[src/design/assert_macros.svh]
`ifndef ASSERT_MACROS_SVH
`define ASSERT_MACROS_SVH

// Checked only outside reset
`define GH_ASSERT(lbl, clk, rst, prop, msg) \
  lbl: assert property (@(posedge clk) disable iff (rst) prop) else $error(msg);

// Checked on every edge, reset included
`define GH_ASSERT_ALWAYS(lbl, clk, prop, msg) \
  lbl: assert property (@(posedge clk) prop) else $error(msg);

`endif

[src/design/ghlsq_pkg.sv]
package ghlsq_pkg;

  localparam int MAX_COLUMNS = 32;
  localparam int DATA_WIDTH  = 32;
  localparam int FRAC        = 16;

  localparam int CNT_W   = $clog2(MAX_COLUMNS + 1);
  localparam int COL_W   = $clog2(MAX_COLUMNS);
  localparam int ROW_W   = $clog2(MAX_COLUMNS + 2);
  localparam int H_AW    = ROW_W + COL_W;
  localparam int H_DEPTH = 1 << H_AW;
  localparam int PROD_W  = 2 * DATA_WIDTH;
  localparam int RP_W    = PROD_W - FRAC;
  localparam int ACC_W   = RP_W + CNT_W + 2;
  localparam int DIV_W   = DATA_WIDTH + FRAC;
  localparam int SQ_W    = 2 * DATA_WIDTH;

  localparam int OPC_W   = 2;
  localparam int ROWIN_W = 6;
  localparam int IDX_W   = 6;
  localparam int STAT_W  = 3;
  localparam int TOL_W   = 31;
  localparam int ACT_W   = 6;
  localparam int APB_AW  = 3;
  localparam int APB_DW  = 32;

  typedef logic signed [DATA_WIDTH-1:0] data_t;

  localparam data_t VMAX  = {1'b0, {(DATA_WIDTH-1){1'b1}}};
  localparam data_t VMIN  = {1'b1, {(DATA_WIDTH-1){1'b0}}};
  localparam data_t ONE_Q = data_t'(1 << FRAC);

  localparam logic [ACT_W-1:0] ACT_RESET = ACT_W'(30);

  localparam logic [OPC_W-1:0] OP_START = 2'd0;
  localparam logic [OPC_W-1:0] OP_ENTRY = 2'd1;
  localparam logic [OPC_W-1:0] OP_SOLVE = 2'd2;

  localparam logic [STAT_W-1:0] ST_OK    = 3'd0;
  localparam logic [STAT_W-1:0] ST_HAPPY = 3'd1;
  localparam logic [STAT_W-1:0] ST_NULL  = 3'd2;
  localparam logic [STAT_W-1:0] ST_FULL  = 3'd3;
  localparam logic [STAT_W-1:0] ST_EMPTY = 3'd4;

  localparam logic KIND_RESID = 1'b0;
  localparam logic KIND_COEF  = 1'b1;

  localparam logic REG_TOL = 1'b0;
  localparam logic REG_ACT = 1'b1;

  typedef struct packed {
    logic [OPC_W-1:0]   opcode;
    logic [ROWIN_W-1:0] row_index;
    data_t              data_value;
    logic               column_end;
  } in_item_t;

  typedef struct packed {
    logic              result_kind;
    data_t             result_value;
    logic [IDX_W-1:0]  coefficient_index;
    logic [STAT_W-1:0] status;
    logic              last_result;
  } out_item_t;

  typedef struct packed {
    logic  start;
    data_t num;
    data_t den;
  } div_req_t;

  typedef struct packed {
    logic  busy;
    data_t quot;
  } div_rsp_t;

  typedef struct packed {
    logic            start;
    logic [SQ_W-1:0] radicand;
  } sqrt_req_t;

  typedef struct packed {
    logic                  busy;
    logic [DATA_WIDTH-1:0] root;
  } sqrt_rsp_t;

  typedef enum logic [5:0] {
    S_IDLE, S_DISP,
    S_CL0, S_CL1,
    S_RT0, S_RT1, S_RT2, S_RT3, S_RT4, S_RT5,
    S_LO0, S_LO1,
    S_SQ0, S_SQ1, S_SQ2, S_SQ3, S_WAIT, S_DEC,
    S_DC, S_DCW, S_DS, S_DSW,
    S_N0, S_N1, S_N2, S_N3, S_N4,
    S_SV1, S_SV2, S_XW,
    S_K0, S_K1, S_KJ0, S_KJ1, S_KD,
    S_EMIT
  } state_t;

  function automatic data_t sat_acc(logic signed [ACC_W-1:0] x);
    if (x > ACC_W'(VMAX)) return VMAX;
    if (x < ACC_W'(VMIN)) return VMIN;
    return x[DATA_WIDTH-1:0];
  endfunction

  function automatic data_t abs_q(data_t x);
    if (x == VMIN) return VMAX;
    return x[DATA_WIDTH-1] ? -x : x;
  endfunction

  function automatic logic signed [RP_W-1:0] round_prod(logic signed [PROD_W-1:0] p);
    logic signed [PROD_W-1:0] t;
    t = p + PROD_W'(1 << (FRAC - 1));
    return t[PROD_W-1:FRAC];
  endfunction

  function automatic logic [H_AW-1:0] haddr(logic [ROW_W-1:0] r, logic [COL_W-1:0] c);
    return {r, c};
  endfunction

endpackage

[src/design/ghlsq_div.sv]
module ghlsq_div (
  input  logic                clk,
  input  logic                rst,
  input  ghlsq_pkg::div_req_t req,
  output ghlsq_pkg::div_rsp_t rsp
);

  localparam int DW  = ghlsq_pkg::DATA_WIDTH;
  localparam int NW  = ghlsq_pkg::DIV_W;
  localparam int CW  = $clog2(NW + 1);
  localparam logic [NW-1:0] NEG_LIM = NW'(1) << (DW - 1);
  localparam logic [NW-1:0] POS_LIM = NEG_LIM - NW'(1);

  logic                 run;
  logic [CW-1:0]        cnt;
  logic [NW-1:0]        num;
  logic [NW-1:0]        quo;
  logic [DW-1:0]        rem;
  logic [DW-1:0]        den;
  logic                 neg;
  ghlsq_pkg::data_t     quot;
  logic [DW:0]          trial;
  logic [DW-1:0]        mag_a;
  logic [DW-1:0]        mag_b;

  assign trial = {rem, num[NW-1]};
  assign mag_a = req.num[DW-1] ? DW'(-req.num) : DW'(req.num);
  assign mag_b = req.den[DW-1] ? DW'(-req.den) : DW'(req.den);

  always_ff @(posedge clk) begin
    if (rst) begin
      run <= 1'b0;
    end else if (req.start) begin
      if (req.den == '0) begin
        run <= 1'b0;
      end else begin
        run <= 1'b1;
      end
    end else if (run && cnt == '0) begin
      run <= 1'b0;
    end
  end

  always_ff @(posedge clk) begin
    if (req.start) begin
      num <= NW'(mag_a) << ghlsq_pkg::FRAC;
      den <= mag_b;
      rem <= '0;
      quo <= '0;
      cnt <= CW'(NW);
      neg <= req.num[DW-1] ^ req.den[DW-1];
      if (req.den == '0) begin
        if (req.num == '0) begin
          quot <= '0;
        end else if (req.num[DW-1]) begin
          quot <= ghlsq_pkg::VMIN;
        end else begin
          quot <= ghlsq_pkg::VMAX;
        end
      end
    end else if (run) begin
      if (cnt != '0) begin
        if (trial >= {1'b0, den}) begin
          rem <= DW'(trial - {1'b0, den});
          quo <= {quo[NW-2:0], 1'b1};
        end else begin
          rem <= trial[DW-1:0];
          quo <= {quo[NW-2:0], 1'b0};
        end
        num <= {num[NW-2:0], 1'b0};
        cnt <= cnt - CW'(1);
      end else if (neg) begin
        quot <= (quo > NEG_LIM) ? ghlsq_pkg::VMIN : -quo[DW-1:0];
      end else begin
        quot <= (quo > POS_LIM) ? ghlsq_pkg::VMAX : quo[DW-1:0];
      end
    end
  end

  assign rsp.busy = run;
  assign rsp.quot = quot;

endmodule

[config.mk]
export PLATFORM = sky130hd
export DESIGN_NAME = ghlsq_div
export DESIGN_NICKNAME = d
export VERILOG_FILES = /design/src/design/assert_macros.svh /design/src/design/ghlsq_pkg.sv /design/src/design/ghlsq_div.sv
export SDC_FILE = /design/constraint.sdc
export NUM_CORES = 1
export LEC_CHECK = 0
export BUFFER_PORTS_ARGS = -buffer_cell sky130_fd_sc_hd__buf_2
export CAP_MARGIN = 15
export CORE_MARGIN = 3
export CORE_UTILIZATION = 54
export DETAILED_ROUTE_END_ITERATION = 16
export PLACE_DENSITY = 0.76
export SLEW_MARGIN = 15
export SYNTH_ARGS = -nofsm -noshare
export SYNTH_HDL_FRONTEND = slang
export SYNTH_SLANG_ARGS = --single-unit
[constraint.sdc]
create_clock -name clk -period 3.9 [get_ports clk]
set_input_delay 0.78 -clock clk [delete_from_list [all_inputs] [get_ports clk]]
set_output_delay 0.78 -clock clk [all_outputs]
set_load 0.1 [all_outputs]
==> metrics.txt <==
status=finished, final reports clean; Post-Route WL=23.1 mm; Die Ht=147 um; Worst Reg-to-Reg Cells=14; dominant combinational cell family by area after synthesis=compound AO/OA/AOI/OAI gates; arrival time of data at the critical path endpoint=3590 ps; proportion of synthesized area in mux cells=1.69%; share of synthesized area occupied by flip-flops and latches=43.3%; post-synthesis simple-gate area fraction=18.2%; post-synth design cell area=0.0107 mm^2; final net count=1403; Maximum Capacitance Violations=0; clock root buffer master=clkbuf_16; worst ir drop on vdd=0.000336 V; Worst Setup Start Kind=input pin; fraction of the mapped netlist area in compound gates=20.2%; post-CTS setup buffer count=0; WP data required=4040 ps; number of storage elements in the synthesis netlist=184; setup clock skew after layout=11.1 ps; number of rows created at floorplan=50; Die Width=147 um; peak clock frequency supported by timing=289 MHz; Slew @ Worst Pin=1200 ps; async set-or-reset flop fraction in the synthesized netlist=0%; leading post-synthesis cells by cell area=edfxtp_1, dfxtp_1, a21oi_1; Post-CTS Hold Fix Bufs=0; total of cells resized after clock tree synthesis=0; Clock Tree Buf Depth=2; mean cell area of the mapped netlist=8.77 um^2; final number of setup-violating endpoints=0; Max-Slew Margin vs Limit=19.9%; crit-path max FO=33; number of H-tree levels=4; total congestion overflow=0; number of vias per cell=5.67; global routing usage summed across all routing layers=21.2%; minimum hold slack=465 ps; Core Region=0.0191 mm^2; PnR Total Power=4.93 mW; TritonRoute pass-1 iters=5; total power density per cell area=407 mW/mm^2; path type of the worst setup path=input pin to flop; count of flip-flops with a built-in enable after synthesis=97; leakage dissipation=4.64 nW; endpoint of the most critical register-to-register path=rem[30]$_SDFFE_PP0P_; num ports=100; starting density of the core=56.1%; total via count in the routed design=8911; synth warn=0; synth-to-layout area growth=12.9%; sink of the worst hold path=quo[46]$_SDFFE_PP0P_; Critical Path Sink Type=flop; cell depth of the worst hold path=2; number of global-route vias before repair=8119; Residual DRC=0; CTS tree=yes; worst hold path startpoint=quo[45]$_SDFFE_PP0P_; Gate Count Post-Synth=1224; Synth Area in Adders=4.50%; reg-to-reg critical path startpoint=num[47]$_DFFE_PP_; Post-DRT Antenna Nets=0; number of hold-slack violations in the final timing report=0; most common cell in the synthesized netlist=nand2_1; post-layout minimum cycle time=3450 ps; share of final-layout standard cells stronger than drive strength 1=14.3%; post-route fraction of the period consumed by the critical path=88.6%; XOR/XNOR Fraction of Synth Area=7.59%; number of I/O port buffers=99; routed length per placed instance=14.7 um; unrepaired setup endpoints after global routing=no; maximum number of pins on one net before global-route repair=66; n_diodes=0; count of pins over their slew limit=0; Primary FF master, synth=edfxtp_1; clock buffers created by TritonCTS=17; share of the synthesized area in the top cell type=27.1%; Yosys top cell by area=edfxtp_1; global-route wire length before repair=38.5 mm; syn nets=1329; die area=0.0216 mm^2; routability cong.=0.889; clock-pin slew reported for the worst setup and hold paths after clock tree synthesis=70 ps; reg2reg setup slack=590 ps; half-perimeter wire length after placement=16.0 mm; Commonest cells post-synth=nand2_1, a21oi_1, edfxtp_1; type of the tightest min-delay check=flop to flop; antenna violations before repair=0; initial drt markers=745; number of distinct standard cells referenced by the synthesized netlist=66; number of sinks on the clock net=184; Skew-Pair Late Insertion Delay=440 ps
-- how the worst max path moves through the flow --
stage,start,end,cells past startpoint
3_5_place_dp,req[3],quot[30]$_DFFE_PP_,10
6_report,req[3],quot[18]$_DFFE_PP_,10
5_1_grt,num[47]$_DFFE_PP_,rem[30]$_SDFFE_PP0P_,14
2_1_floorplan,req[3],quot[0]$_DFFE_PP_,8
4_1_cts,req[3],quot[9]$_DFFE_PP_,10
3_3_place_gp,req[3],quot[17]$_DFFE_PP_,10
-- layout by cell type, fill, tap and decap left out, drive strengths merged, types with 21 or more instances in the layout --
cell type and count:
o21ai 92, xnor2 51, a211oi 23, dfxtp 87, nor3 34, inv 59
edfxtp 97, o31ai 21, nor2 82, nand2 181, buf 126, a21oi 139
ha 37, xor2 42
-- report_power, final --
| part | internal [mW] | switching [mW] |
|---|---|---|
| logic | 0.412 | 0.596 |
| clock network | 0.915 | 0.784 |
| registers | 2.17 | 0.0559 |
| total | 3.50 | 1.44 |
-- through the flow --
step           instance area, um^2  instances  worst slack, ps  utilization [%]  setup TNS (ps)
2_1_floorplan                10700       1224             18.8                -               0
3_3_place_gp                 11500       1539             16.8             60.3               0
3_5_place_dp                 11500       1539            -13.3             60.3            -324
4_1_cts                      12100       1571              439             63.3               0
5_1_grt                      12100       1571              331             63.3               0
6_report                     12100       1571              445             63.3               0
-- flip-flops by register name, summed over array words and instances (netlist names) --
signal / count
quo: 48
den: 32
num: 32
quot: 32
rem: 32
cnt: 6
neg: 1
run: 1
-- cell type report --
cell class	instances	area (um^2)
fill	1632	7020
multi-input combinational	917	5630
sequential	184	4650
timing repair buffer	126	742
clock buffer	18	439
tap	260	325
inverter	52	195
clock inverter	14	139
-- cells by family after synthesis --
family	Yosys count
simple gates	409
compound gates	359
flops	184
buf+inv	123
xor+xnor	93
fa+ha+maj	38
mux	18
-- critical path, cell delays in order --
cell     delay [ps]
buf_2           110
or3_4           380
or3b_1          400
or2_4           260
nor3_2          180
nand2_1         120
or4_4           430
or4_4           530
o21ai_4         160
buf_12          220
-- routing by layer --
layer  part of all wire [%]  track usage [%]
met1                     47             29.3
met2                     47             35.2
met3                    4.2             3.02
met4                    1.6             6.01
met5                      0                0
Note: power is estimated with default switching activity, not from simulation.
