$ cat src/design/assert_macros.svh
`ifndef ASSERT_MACROS_SVH
`define ASSERT_MACROS_SVH

// Checked only outside reset
`define GH_ASSERT(lbl, clk, rst, prop, msg) \
  lbl: assert property (@(posedge clk) disable iff (rst) prop) else $error(msg);

// Checked on every edge, reset included
`define GH_ASSERT_ALWAYS(lbl, clk, prop, msg) \
  lbl: assert property (@(posedge clk) prop) else $error(msg);

`endif

$ cat src/design/ghlsq_pkg.sv
package ghlsq_pkg;

  localparam int MAX_COLUMNS = 32;
  localparam int DATA_WIDTH  = 32;
  localparam int FRAC        = 16;

  localparam int CNT_W   = $clog2(MAX_COLUMNS + 1);
  localparam int COL_W   = $clog2(MAX_COLUMNS);
  localparam int ROW_W   = $clog2(MAX_COLUMNS + 2);
  localparam int H_AW    = ROW_W + COL_W;
  localparam int H_DEPTH = 1 << H_AW;
  localparam int PROD_W  = 2 * DATA_WIDTH;
  localparam int RP_W    = PROD_W - FRAC;
  localparam int ACC_W   = RP_W + CNT_W + 2;
  localparam int DIV_W   = DATA_WIDTH + FRAC;
  localparam int SQ_W    = 2 * DATA_WIDTH;

  localparam int OPC_W   = 2;
  localparam int ROWIN_W = 6;
  localparam int IDX_W   = 6;
  localparam int STAT_W  = 3;
  localparam int TOL_W   = 31;
  localparam int ACT_W   = 6;
  localparam int APB_AW  = 3;
  localparam int APB_DW  = 32;

  typedef logic signed [DATA_WIDTH-1:0] data_t;

  localparam data_t VMAX  = {1'b0, {(DATA_WIDTH-1){1'b1}}};
  localparam data_t VMIN  = {1'b1, {(DATA_WIDTH-1){1'b0}}};
  localparam data_t ONE_Q = data_t'(1 << FRAC);

  localparam logic [ACT_W-1:0] ACT_RESET = ACT_W'(30);

  localparam logic [OPC_W-1:0] OP_START = 2'd0;
  localparam logic [OPC_W-1:0] OP_ENTRY = 2'd1;
  localparam logic [OPC_W-1:0] OP_SOLVE = 2'd2;

  localparam logic [STAT_W-1:0] ST_OK    = 3'd0;
  localparam logic [STAT_W-1:0] ST_HAPPY = 3'd1;
  localparam logic [STAT_W-1:0] ST_NULL  = 3'd2;
  localparam logic [STAT_W-1:0] ST_FULL  = 3'd3;
  localparam logic [STAT_W-1:0] ST_EMPTY = 3'd4;

  localparam logic KIND_RESID = 1'b0;
  localparam logic KIND_COEF  = 1'b1;

  localparam logic REG_TOL = 1'b0;
  localparam logic REG_ACT = 1'b1;

  typedef struct packed {
    logic [OPC_W-1:0]   opcode;
    logic [ROWIN_W-1:0] row_index;
    data_t              data_value;
    logic               column_end;
  } in_item_t;

  typedef struct packed {
    logic              result_kind;
    data_t             result_value;
    logic [IDX_W-1:0]  coefficient_index;
    logic [STAT_W-1:0] status;
    logic              last_result;
  } out_item_t;

  typedef struct packed {
    logic  start;
    data_t num;
    data_t den;
  } div_req_t;

  typedef struct packed {
    logic  busy;
    data_t quot;
  } div_rsp_t;

  typedef struct packed {
    logic            start;
    logic [SQ_W-1:0] radicand;
  } sqrt_req_t;

  typedef struct packed {
    logic                  busy;
    logic [DATA_WIDTH-1:0] root;
  } sqrt_rsp_t;

  typedef enum logic [5:0] {
    S_IDLE, S_DISP,
    S_CL0, S_CL1,
    S_RT0, S_RT1, S_RT2, S_RT3, S_RT4, S_RT5,
    S_LO0, S_LO1,
    S_SQ0, S_SQ1, S_SQ2, S_SQ3, S_WAIT, S_DEC,
    S_DC, S_DCW, S_DS, S_DSW,
    S_N0, S_N1, S_N2, S_N3, S_N4,
    S_SV1, S_SV2, S_XW,
    S_K0, S_K1, S_KJ0, S_KJ1, S_KD,
    S_EMIT
  } state_t;

  function automatic data_t sat_acc(logic signed [ACC_W-1:0] x);
    if (x > ACC_W'(VMAX)) return VMAX;
    if (x < ACC_W'(VMIN)) return VMIN;
    return x[DATA_WIDTH-1:0];
  endfunction

  function automatic data_t abs_q(data_t x);
    if (x == VMIN) return VMAX;
    return x[DATA_WIDTH-1] ? -x : x;
  endfunction

  function automatic logic signed [RP_W-1:0] round_prod(logic signed [PROD_W-1:0] p);
    logic signed [PROD_W-1:0] t;
    t = p + PROD_W'(1 << (FRAC - 1));
    return t[PROD_W-1:FRAC];
  endfunction

  function automatic logic [H_AW-1:0] haddr(logic [ROW_W-1:0] r, logic [COL_W-1:0] c);
    return {r, c};
  endfunction

endpackage

$ cat src/design/ghlsq_sqrt.sv
module ghlsq_sqrt (
  input  logic                 clk,
  input  logic                 rst,
  input  ghlsq_pkg::sqrt_req_t req,
  output ghlsq_pkg::sqrt_rsp_t rsp
);

  localparam int RW = ghlsq_pkg::DATA_WIDTH;
  localparam int VW = ghlsq_pkg::SQ_W;
  localparam int MW = RW + 3;
  localparam int CW = $clog2(RW + 1);

  logic          run;
  logic [CW-1:0] cnt;
  logic [VW-1:0] val;
  logic [MW-1:0] rem;
  logic [RW-1:0] root;
  logic [MW-1:0] cur;
  logic [MW-1:0] trial;

  assign cur   = {rem[MW-3:0], val[VW-1:VW-2]};
  assign trial = MW'({root, 2'b01});

  always_ff @(posedge clk) begin
    if (rst) begin
      run <= 1'b0;
    end else if (req.start) begin
      run <= 1'b1;
    end else if (run && cnt == CW'(1)) begin
      run <= 1'b0;
    end
  end

  always_ff @(posedge clk) begin
    if (req.start) begin
      val  <= req.radicand;
      rem  <= '0;
      root <= '0;
      cnt  <= CW'(RW);
    end else if (run) begin
      if (cur >= trial) begin
        rem  <= cur - trial;
        root <= {root[RW-2:0], 1'b1};
      end else begin
        rem  <= cur;
        root <= {root[RW-2:0], 1'b0};
      end
      val <= {val[VW-3:0], 2'b00};
      cnt <= cnt - CW'(1);
    end
  end

  assign rsp.busy = run;
  assign rsp.root = root;

endmodule

$ cat config.mk
export PLATFORM = sky130hd
export DESIGN_NAME = ghlsq_sqrt
export DESIGN_NICKNAME = d
export VERILOG_FILES = /design/src/design/assert_macros.svh /design/src/design/ghlsq_pkg.sv /design/src/design/ghlsq_sqrt.sv
export SDC_FILE = /design/constraint.sdc
export NUM_CORES = 1
export LEC_CHECK = 0
export ABC_CLOCK_PERIOD_IN_PS = 3000
export BUFFER_PORTS_ARGS = -buffer_cell sky130_fd_sc_hd__buf_2
export CAP_MARGIN = 20
export CORE_MARGIN = 2
export CORE_UTILIZATION = 30
export CTS_BUF_LIST = sky130_fd_sc_hd__clkbuf_2 sky130_fd_sc_hd__clkbuf_4 sky130_fd_sc_hd__clkbuf_8
export DETAILED_ROUTE_END_ITERATION = 8
export PLACE_DENSITY = 0.48
export REMOVE_ABC_BUFFERS = 1
export SYNTH_ARGS = -nofsm -noshare
export SYNTH_HDL_FRONTEND = slang
export SYNTH_SLANG_ARGS = --single-unit
$ cat constraint.sdc
create_clock -name clk -period 3 [get_ports clk]
set_clock_uncertainty 0.1 [all_clocks]
set_input_delay 0.15 -clock clk [delete_from_list [all_inputs] [get_ports clk]]
set_output_delay 0.15 -clock clk [all_outputs]
set_load 0.01 [all_outputs]
==> reports/metrics.cfg <==
[clock_network]
cts_root_buffer=sky130_fd_sc_hd__clkbuf_8
cts_made_buffers=17
clk_pin_slew_ns=0.09
tritoncts_clock_tree=done
ctsHtreeMaxLevel=4
clock-sinks=136
clk_path_buf_depth=2
clk_latency_ns=0.46

[pwr]
part_of_the_total_power_dissipated_in_combinational_logic_pct=60.8
power_report.internal_total_uw=5680
power.static_leakage_uw=0.00386
design_power_total_uw=9960
vdd_drop_max_v=0.000931
netSwitchingFraction_pct=43.0
areal_power_density_over_the_cells_nw_per_um2=1050
seqPwrFrac_pct=24.3
pwr-share-clk_pct=14.8
switching_pwr_uw=4290

[worst_hold_path]
hold-path-endpoint=run$_SDFFE_PP0P_
hp-start=rst
min_delay_path_class=in2reg
timing.hold.worst_path_depth=3

[detailed_routing]
drt-initial-drc-count=270
antenna_violating_nets_post_route=0
detail_route.wl_per_cell_um=14.4
via_count=5696
drt_wl_total_um=17500
drc_errors=0
drt_pass1_iterations=4
vias_per_cell=4.68

[setup_path]
worstReg2RegEnd=rem[0]$_SDFFE_PP0P_
max_stage_delay_ns=0.40
startpoint_type=register
cp_slowest_cell=sky130_fd_sc_hd__ha_1
setup_slack_on_the_worst_flop_to_flop_path_ns=0.16
critical_path.n_buffers_inverters=2
worst_path_dominant_cell_family=compound AO/OA/AOI/OAI gates
timing.critical_path.to_type=register
reg2reg_from=root[19]$_SDFFE_PP0P_
arrival_ns=3.09
critical_path_required_ns=3.25
worst-setup-path-type=reg2reg
r2r.worst_path.cells=11
cp_cell_sequence=inv_1 -> ha_1 -> and4_1 -> o2bb2ai_1 -> a311oi_2 -> o221a_2 -> o31ai_4 -> o21bai_4 -> buf_12 -> nor3_1 -> a221o_1
worstPathMaxFanout=23

[timing]
max_freq_ghz=0.352
whs_ns=0.285
slew-limit-headroom_pct=58.4
post-route-worst-setup-slack_ns=0.157
final_setup_violation_count=0
setup_total_negative_slack_ns=0
final_number_of_hold_violating_endpoints=0
min_period_over_period_pct=94.8
layout_min_cycle_time_ns=2.84
worst_pin_slew_ns=0.625
slew_violations=0

[synth]
synth_sequential_area_ratio_pct=45.1
synth_edf_count=64
ys_ff_latch=136
yosys.cell_types.count=59
ys_warn_count=0
syn_avg_cell_area_um2=10.5
flip_flop_cell_with_the_highest_count_after_synthesis=sky130_fd_sc_hd__dfxtp_1
mappedNetlistArea_um2=7450
postSynthCellCount=712
synth-async-reset-ratio_pct=0

[global_routing]
gr-usage-met3_pct=4.42
initial_antenna_violation_count=0
globalRoute.busiestLayer=met2
grt_start_max_net_pins=65
grt_pass1_wl_um=29500
grtUsageTotal_pct=13.9
groute.layer.met1.usage_pct=17.3
grt_use_met2_pct=23.7
grt-ovfl-total=0
first_global_vias=5949

[finish]
nFillCells=2450
antenna-diode-count=0
drive_gt1_share_pct=26.1
layout_common_cells=98 x sky130_fd_sc_hd__buf_2, 72 x sky130_fd_sc_hd__nor2_1, 71 x sky130_fd_sc_hd__dfxtp_1
area_growth_syn_to_layout_pct=26.9
mostFrequentLayoutCell=sky130_fd_sc_hd__buf_2
post-route-util_pct=38.9
fin_nets=984

[flow_run]
drv_cap=0

[status]
status=complete, no violations

[placement]
pre_cts_ws_ns=0.0750
detailedPlacementHpwl_um=12100
place.port_buffers=99
gp_routability_congestion=0.770

[floorplan]
coreArea_um2=24300
rows=57
io_pins=100
fp.dieW_um=162
fp.dieH_um=162
die_area_um2=26100
floorplan.initialDensity_pct=30.6

[metrics by stage]
stage | std cells | cell area [um^2]
floorplan | 673 | 7250
global placement | 1119 | 8370
detailed placement | 1119 | 8370
CTS | 1217 | 9400
global route | 1218 | 9450
finish | 1218 | 9450
[sequential cells by signal, summed over array words and instances (netlist names)]
name	count
cnt	6
val	64
run	1
root	32
rem	33
[synth_stat cells, types with 7 or more instances]
library cell               instances  area (um^2)
sky130_fd_sc_hd__nand2b_1          7         43.8
sky130_fd_sc_hd__nor3_1           10         50.1
sky130_fd_sc_hd__edfxtp_1         64         1920
sky130_fd_sc_hd__a21oi_1          35          175
sky130_fd_sc_hd__a32oi_1          10         87.6
sky130_fd_sc_hd__nor2_1           72          270
sky130_fd_sc_hd__and3_1            7         43.8
sky130_fd_sc_hd__a211oi_1         22          165
sky130_fd_sc_hd__nand3_1          16         80.1
sky130_fd_sc_hd__mux2i_1          50          500
sky130_fd_sc_hd__o21ai_0          24          120
sky130_fd_sc_hd__a21o_1           11         82.6
sky130_fd_sc_hd__mux2_2           62          698
sky130_fd_sc_hd__xnor2_1          19          166
sky130_fd_sc_hd__clkbuf_1         23         86.3
sky130_fd_sc_hd__o31ai_1          12         90.1
sky130_fd_sc_hd__xor2_1           15          131
sky130_fd_sc_hd__dfxtp_1          72         1440
sky130_fd_sc_hd__nand2_1          33          124
sky130_fd_sc_hd__ha_1             36          450
sky130_fd_sc_hd__inv_1            39          146
[metal layers]
layer  routed length, um  vias to the layer above
met5                   0                        -
met3                 905                       12
met1                8110                     2642
met4                 118                        0
li1                    -                     2937
met2                8410                      105
[worst max-delay path by stage]
stage,cells after the start,startpoint,to,slack (ns)
after floorplan,2,run$_SDFFE_PP0P_,val[0]$_SDFFCE_PN0P_,-1.70
after global placement,10,root[0]$_SDFFE_PP0P_,rem[26]$_SDFFE_PP0P_,0.15
after detailed placement,11,root[3]$_SDFFE_PP0P_,rem[4]$_SDFFE_PP0P_,0.07
after CTS,11,root[3]$_SDFFE_PP0P_,rem[0]$_SDFFE_PP0P_,0.05
after global routing,11,root[1]$_SDFFE_PP0P_,rem[16]$_SDFFE_PP0P_,-0.01
final,11,root[19]$_SDFFE_PP0P_,rem[0]$_SDFFE_PP0P_,0.16
[power groups by stage]
stage	clock, uW	sequential [uW]	combinational, uW
6_report	1480	2430	6060
5_1_grt	1600	2460	6720
4_1_cts	1530	2430	6000
3_5_place_dp	0	2470	5900
3_3_place_gp	0	2470	5940
2_1_floorplan	0	2360	3160
[repair_timing]
action | in CTS | in global routing
setup endpoints to repair | 0 | 33
hold endpoints to repair | 74 | 0
hold buffers | 66 | 0
resized for setup | 0 | 8
buffers inserted | 0 | 1
[area by class of cell]
cell class | instances | area [um^2] | area share (%)
Sequential cell | 136 | 3370 | 35.6
Clock buffer | 18 | 241 | 2.55
Multi-Input combinational cell | 498 | 3790 | 40.1
Clock inverter | 14 | 128 | 1.35
Timing Repair Buffer | 189 | 1380 | 14.6
Tap cell | 324 | 405 | 4.29
Inverter | 39 | 146 | 1.55
[worst min-delay path, delay by kind of cell]
kind          cells  cell delay, ns
simple gates      1            0.03
buf+inv           2            0.63
[cell families after synthesis]
kind of cell | share of synthesized area [%]
fa+ha+maj | 6.05
xor+xnor | 4.00
compound gates | 13.7
simple gates | 10.3
flops | 45.1
buf+inv | 4.65
mux | 16.1
Power figures use the tool's default switching activity.
